**src/design/blos_pkg.sv**
```systemverilog
// Shared types and constants for the line-of-sight block.
`default_nettype none
package blos_pkg;

  // Fixed field widths of the item and register formats.
  localparam int COORD_W = 8;
  localparam int ELEV_W  = 16;
  localparam int WIDTH_W = 9;
  // map_width * row + col never exceeds 511 * 255 + 255, which fits in 17 bits.
  localparam int SUM_W   = 17;
  // Bresenham error term and its doubled value.
  localparam int ERR_W   = 12;
  localparam int E2_W    = 13;

  // Item operation codes.
  localparam logic OP_WRITE = 1'b0;
  localparam logic OP_QUERY = 1'b1;

  // Configuration port: one register, selected by paddr[2].
  localparam int  APB_ADDR_W = 3;
  localparam int  APB_DATA_W = 32;
  localparam logic REG_MAP_WIDTH = 1'b0;
  localparam logic [WIDTH_W-1:0] MAP_WIDTH_RESET = 9'd256;

  // Commands from the sequencer to the address reduction unit.
  typedef struct packed {
    logic load;
    logic step;
  } red_ctrl_t;

endpackage
`default_nettype wire

```
**src/design/blos_modred.sv**
```systemverilog
// Cell address unit: forms map_width*row+col and reduces it modulo the store depth.
`default_nettype none
module blos_modred #(
  parameter int MAP_SIDE = 256
) (
  input  wire logic                                  clk,
  input  wire blos_pkg::red_ctrl_t                   ctrl,
  input  wire logic [blos_pkg::WIDTH_W-1:0]          map_width,
  input  wire logic [blos_pkg::COORD_W-1:0]          row,
  input  wire logic [blos_pkg::COORD_W-1:0]          col,
  output logic [$clog2(MAP_SIDE*MAP_SIDE)-1:0]       addr,
  output logic                                       done
);
  import blos_pkg::*;

  localparam int DEPTH = MAP_SIDE * MAP_SIDE;
  localparam int AW    = $clog2(DEPTH);
  localparam int RW    = ((SUM_W > AW) ? SUM_W : AW) + 1;
  // Number of restoring subtract steps that bring any raw sum below DEPTH.
  localparam int QBITS = (SUM_W >= AW) ? (SUM_W - AW + 1) : 0;
  localparam int KW    = (QBITS > 1) ? $clog2(QBITS) : 1;
  localparam logic [KW-1:0] K_INIT = KW'((QBITS > 0) ? (QBITS - 1) : 0);
  localparam logic [RW-1:0] DEPTH_R = RW'(DEPTH);

  logic [RW-1:0] rem;
  logic [KW-1:0] k;
  logic [SUM_W-1:0] raw;
  logic [RW-1:0] shifted;

  assign raw     = SUM_W'(map_width) * SUM_W'(row) + SUM_W'(col);
  assign shifted = DEPTH_R << k;
  assign done    = rem < DEPTH_R;
  assign addr    = rem[AW-1:0];

  always_ff @(posedge clk) begin
    if (ctrl.load) begin
      rem <= RW'(raw);
      k   <= K_INIT;
    end else if (ctrl.step) begin
      if (rem >= shifted) begin
        rem <= rem - shifted;
      end
      k <= k - KW'(1);
    end
  end

endmodule
`default_nettype wire

```
**config.mk**
```make
export PLATFORM = sky130hd
export DESIGN_NAME = blos_modred
export DESIGN_NICKNAME = d
export VERILOG_FILES = /design/src/design/blos_pkg.sv /design/src/design/blos_modred.sv
export SDC_FILE = /design/constraint.sdc
export NUM_CORES = 1
export LEC_CHECK = 0
export ABC_AREA = 1
export BUFFER_PORTS_ARGS = -buffer_cell sky130_fd_sc_hd__buf_2
export CORE_AREA = 2 2 87 89
export CTS_BUF_LIST = sky130_fd_sc_hd__clkbuf_8
export DETAILED_ROUTE_END_ITERATION = 8
export DIE_AREA = 0 0 89 91
export HOLD_SLACK_MARGIN = 0.05
export PLACE_DENSITY = 0.74
export SLEW_MARGIN = 20
export SYNTH_ARGS = -nofsm -noshare
export SYNTH_HDL_FRONTEND = slang
export SYNTH_SLANG_ARGS = --single-unit
```
**constraint.sdc**
```tcl
create_clock -name clk -period 5.8 [get_ports clk]
set_input_delay 1.74 -clock clk [delete_from_list [all_inputs] [get_ports clk]]
set_output_delay 1.74 -clock clk [all_outputs]
set_load 0.01 [all_outputs]
```
Word level (Yosys, flattened, before mapping) --
Index checks and enable logic that the tools add are counted.
Storage, ports and cells: flip-flop bits (word level) 19, input bits 28, output and inout bits 17, word-level logic and storage cells 17
Cells by class: $add $sub $neg 3, multiply operators 1, $lt $le $gt $ge 2, shift-type cells 1, mux-type cells 3, reduce and logical (&&, ||, !) cells 4
Operators by type and width (count):
- two-way mux 17 bit | 3
- >= comparator 18 bit | 1
- < comparator 18 x 17 -> 1 bit, second input constant | 1
- << shifter 17 x 1 -> 18 bit, first input constant | 1
- subtractor 18 bit | 1
- adder 17 x 8 -> 17 bit | 1
- multiplier 9 x 8 -> 17 bit | 1
- AND reduction 2 bit | 2
- nonzero test 2 bit | 2
- subtractor 1 bit, second input constant | 1

Logic depth before layout (Yosys ltp) --
depth after elaboration 5, gate-level depth with buffers 22, gate-level depth less buffers 21

Worst setup path after synthesis --
Ideal clock, no wire load.
kind in2reg, from input port row[7] (netlist bit), to register rem[16], data pin, library setup time 252 ps, arrival time 5201 ps, data required time 5548 ps, setup slack 346 ps, stages 18, path buffers 1, path through clkbuf_1 nand2_1 fa_1 fa_1 inv_1 fa_1 inv_1 fa_1 inv_1 ha_1 nand2_1 nand3b_1 nand2_2 nand2_1 nand3_1 nand2_1 nand2_1 nand2_1
On the way: longest elaborated chain between the ends 3
Ends and longest elaborated chain:
- start: declaration | line blos_modred.sv:9 | input wire logic [blos_pkg::COORD_W-1:0] row,
- multiplier 9 x 8 -> 17 bit | line blos_modred.sv:30 | assign raw = SUM_W'(map_width) * SUM_W'(row) + SUM_W'(col);
- adder 17 x 8 -> 17 bit | line blos_modred.sv:30
- two-way mux 17 bit | line blos_modred.sv:36 | if (ctrl.load) begin
- end signal: assignment | line blos_modred.sv:37 | rem <= RW'(raw);
- end signal: assignment | line blos_modred.sv:41 | rem <= rem - shifted;
- end: declaration | line blos_modred.sv:25 | logic [RW-1:0] rem;
No other way between the ends. A chain may end at the register's enable or synchronous reset.

Worst setup path after layout --
from input port row[7] (netlist bit), to register rem[10], data pin
Same word-level chain as after synthesis.

==> flow_summary.yaml <==
run_status:
  status: "completed"
cts:
  hold_buffers: 0
  clkTransAtPathRegs_ns: 0.08
  cts_setup_buffers: 0
  clock_path_buffers: 2
  clock-sinks: 19
  htreeDepth: 1
  cts_tree: "built"
  cts.repair.resized: 0
  cts_root_buf: "clkbuf_8"
  cts_made_buffers: 3
  clk_latency_ns: 0.26
yosys:
  synth-seq-cells: 19
  synth_area_per_cell_um2: 7.288
  yosysUniqueCellTypes: 29
  synthAdderAreaFrac_pct: 39.62
  async_flop_share_pct: 0
  ys_seq_area_share_pct: 14.53
  synth_edf_count: 17
  ys_warn_count: 0
  synth.cell_area_mm2: 0.003790
  synth_compound_area_share_pct: 3.202
  synth_xor_area_share_pct: 0.6933
  synthCells: 520
  synthSimpleGateAreaFrac_pct: 21.39
  synthMuxAreaShare_pct: 0
  syn_nets: 638
  ys.flop_type: "edfxtp_1"
  synth_top_family_by_area: "adder cells"
sta:
  rsz0062_at_grt: "no"
  slew_headroom_pct: 59.65
  drv_slew: 0
  fin_crit_sh_pct: 92.47
  finalSetupViolCount: 0
  hold_viol: 0
  fin_skew_ns: 0.007791
  max_freq_mhz: 186.5
  worst_pin_slew_ns: 0.6038
  period_minus_slack_ns: 5.363
  tns_ns: 0
detailed_routing:
  ant_nets: 0
  routedWlPerCell_um: 11.37
  drt-total-wl_um: 7163
  dr.pass1.iters: 5
  num_vias: 3016
  vias_per_cell: 4.787
  route.detailed.drc: 0
  drt_iter0_drc: 171
place:
  gp_congestion: 0.8845
  place_inst: 626
  dpl.hpwl_um: 6110
  post_dp_cell_area_mm2: 0.003929
  port_buffers: 44
worst_setup_path:
  rrSetupSlack_ns: 3.81
  worst_ep_arrival_time_ns: 5.38
  crit_top_cell: "nand2_1"
  worstPathCellList: "buf_2 > nand2_1 > fa_1 > fa_1 > inv_1 > fa_1 > inv_1 > fa_1 > inv_1 > ha_1 > nand2_1 > nand3b_1 > nand2_2 > nand2_1 > nand2_1 > nand2_1 > nand3_1 > nand2_1"
  startpoint_type: "input pin"
  critPathKind: "input pin to register"
  crit-reg2reg-launch: "rem[16]"
  crit_path_start: "row[7]"
  reg2reg_to: "rem[9]"
  worst_r2r_path_depth: 5
  cpMaxStageDelayCell: "fa_1"
  end_kind: "register"
  cp_max_fo: 9
  critPathMaxStageDelay_ns: 0.54
  cp-endpoint: "rem[10]"
  crit_required_ns: 5.81
global_routing:
  grt_max_degree: 21
  grt_usage_pct: 20.13
  grt_pass1_wl_um: 13200
  gr-total-overflow: 0
  antenna_found_initial: 0
  grt_pass1_vias: 3085
finish:
  synthToLayoutAreaGrowth_pct: 4.886
  antenna_cells: 0
  final_area_mm2: 0.003975
  nFillCells: 691
  final_nets: 650
  fin_cells: 630
  drive_gt1_share_pct: 10.73
min_path:
  hold_class: "register to register"
floorplan:
  placeableCoreArea_mm2: 0.007137
  die_y_um: 91
  dieArea_mm2: 0.008099
  die_w_um: 89
  num_io_pins: 45
  initial_core_util_pct: 53.10
  rows: 31
power_and_ir_drop:
  cellPowerDensity_mw_per_mm2: 341.4
  swShare_pct: 50.88
  ir_drop_v: 0.0001771
  p_seq_share_pct: 17.9
  cellLeakagePower_nw: 2.562
  pwr-share-clk_pct: 6.8
  p_comb_share_pct: 75.3
  intPower_w: 0.0006667
  switching_power_w: 0.0006905
run:
  drv_cap: 0
-- cell type report --
cell class,count,area [um2],area share [%]
Clock buffer,3,41.29,1.039
Clock inverter,1,5.005,0.1259
Inverter,151,566.8,14.26
Multi-Input combinational cell,312,2460,61.88
Sequential cell,19,550.5,13.85
Tap cell,99,123.9,3.116
Timing Repair Buffer,45,227.7,5.729
-- flip-flops by register name (all words and copies together) (netlist names) --
name / cells
rem: 18
k: 1
-- power groups by stage --
stage          sequential [W]  combinational, W  clock (W)
2_1_floorplan        0.000239          0.000847          0
3_3_place_gp         0.000244           0.00101          0
3_5_place_dp         0.000244           0.00103          0
4_1_cts              0.000242           0.00103  0.0000947
5_1_grt              0.000249           0.00120   0.000100
6_report             0.000243           0.00102  0.0000925
-- routing by layer --
metal	part of all wire [%]	track usage [%]	up-vias
li1	-	-	1504
met1	43	27.11	1433
met2	52	35.26	75
met3	4.6	2.636	4
met4	0.38	2.488	0
met5	0	0	-
-- stage by stage --
stage / hold WS [ns] / power (W) / utilization (%) / worst slack, ns
2_1_floorplan: 0.4822 / 0.001086 / - / 0.3464
3_3_place_gp: 0.4954 / 0.001251 / 55.05 / 0.2300
3_5_place_dp: 0.5146 / 0.001269 / 55.05 / 0.1643
4_1_cts: 0.5210 / 0.001369 / 55.70 / 0.4376
5_1_grt: 0.5345 / 0.001553 / 55.70 / 0.1857
6_report: 0.5241 / 0.001357 / 55.70 / 0.4366
-- placed cells by master (no fill, tap or decap), types with 2 or more instances in the layout --
cell,instances
nor2_1,16
nand2_1,150
xnor2_1,3
inv_1,151
o21bai_1,2
edfxtp_1,17
clkbuf_8,3
nand4_1,3
nand2_2,3
buf_2,44
fa_1,50
nand3_1,13
nand3b_1,4
a21oi_1,9
o21ai_0,9
dfxtp_1,2
ha_1,40
-- Yosys cell counts (2+ instances only) --
library cell | count | area share, %
xnor2_1 | 3 | 0.69
fa_1 | 50 | 26
clkbuf_1 | 19 | 1.9
nand2_1 | 150 | 15
buf_2 | 2 | 0.26
inv_1 | 151 | 15
edfxtp_1 | 17 | 13
nand3b_1 | 4 | 0.79
nand2_2 | 3 | 0.50
nand3_1 | 13 | 1.7
ha_1 | 40 | 13
o21bai_1 | 2 | 0.40
buf_4 | 16 | 3.2
o21ai_0 | 9 | 1.2
dfxtp_1 | 2 | 1.1
nor2_1 | 16 | 1.6
a21oi_1 | 9 | 1.2
nand4_1 | 3 | 0.50
-- worst min path at each step --
| stage | from | to | cells past startpoint |
|---|---|---|---|
| final | rem[17] | rem[17] | 2 |
| after global routing | rem[17] | rem[17] | 2 |
| after CTS | rem[17] | rem[17] | 2 |
| after detailed placement | rem[17] | rem[17] | 2 |
| after global placement | rem[17] | rem[17] | 2 |
| after floorplan | rem[17] | rem[17] | 2 |
-- cell families (layout without fill, tap and decap cells) --
kind of cell,Yosys count,after routing
compound gates,22,22
xor+xnor,3,3
fa+ha+maj,90,90
buf+inv,189,200
flops,19,19
simple gates,197,197
-- critical path: cells and delay by family --
kind | cells | cell delay, ns
buffers and inverters | 4 | 0.32
AND/OR/NAND/NOR | 9 | 0.85
adder cells (fa/ha/maj) | 5 | 2.45
Note: power is estimated with default switching activity, not from simulation.
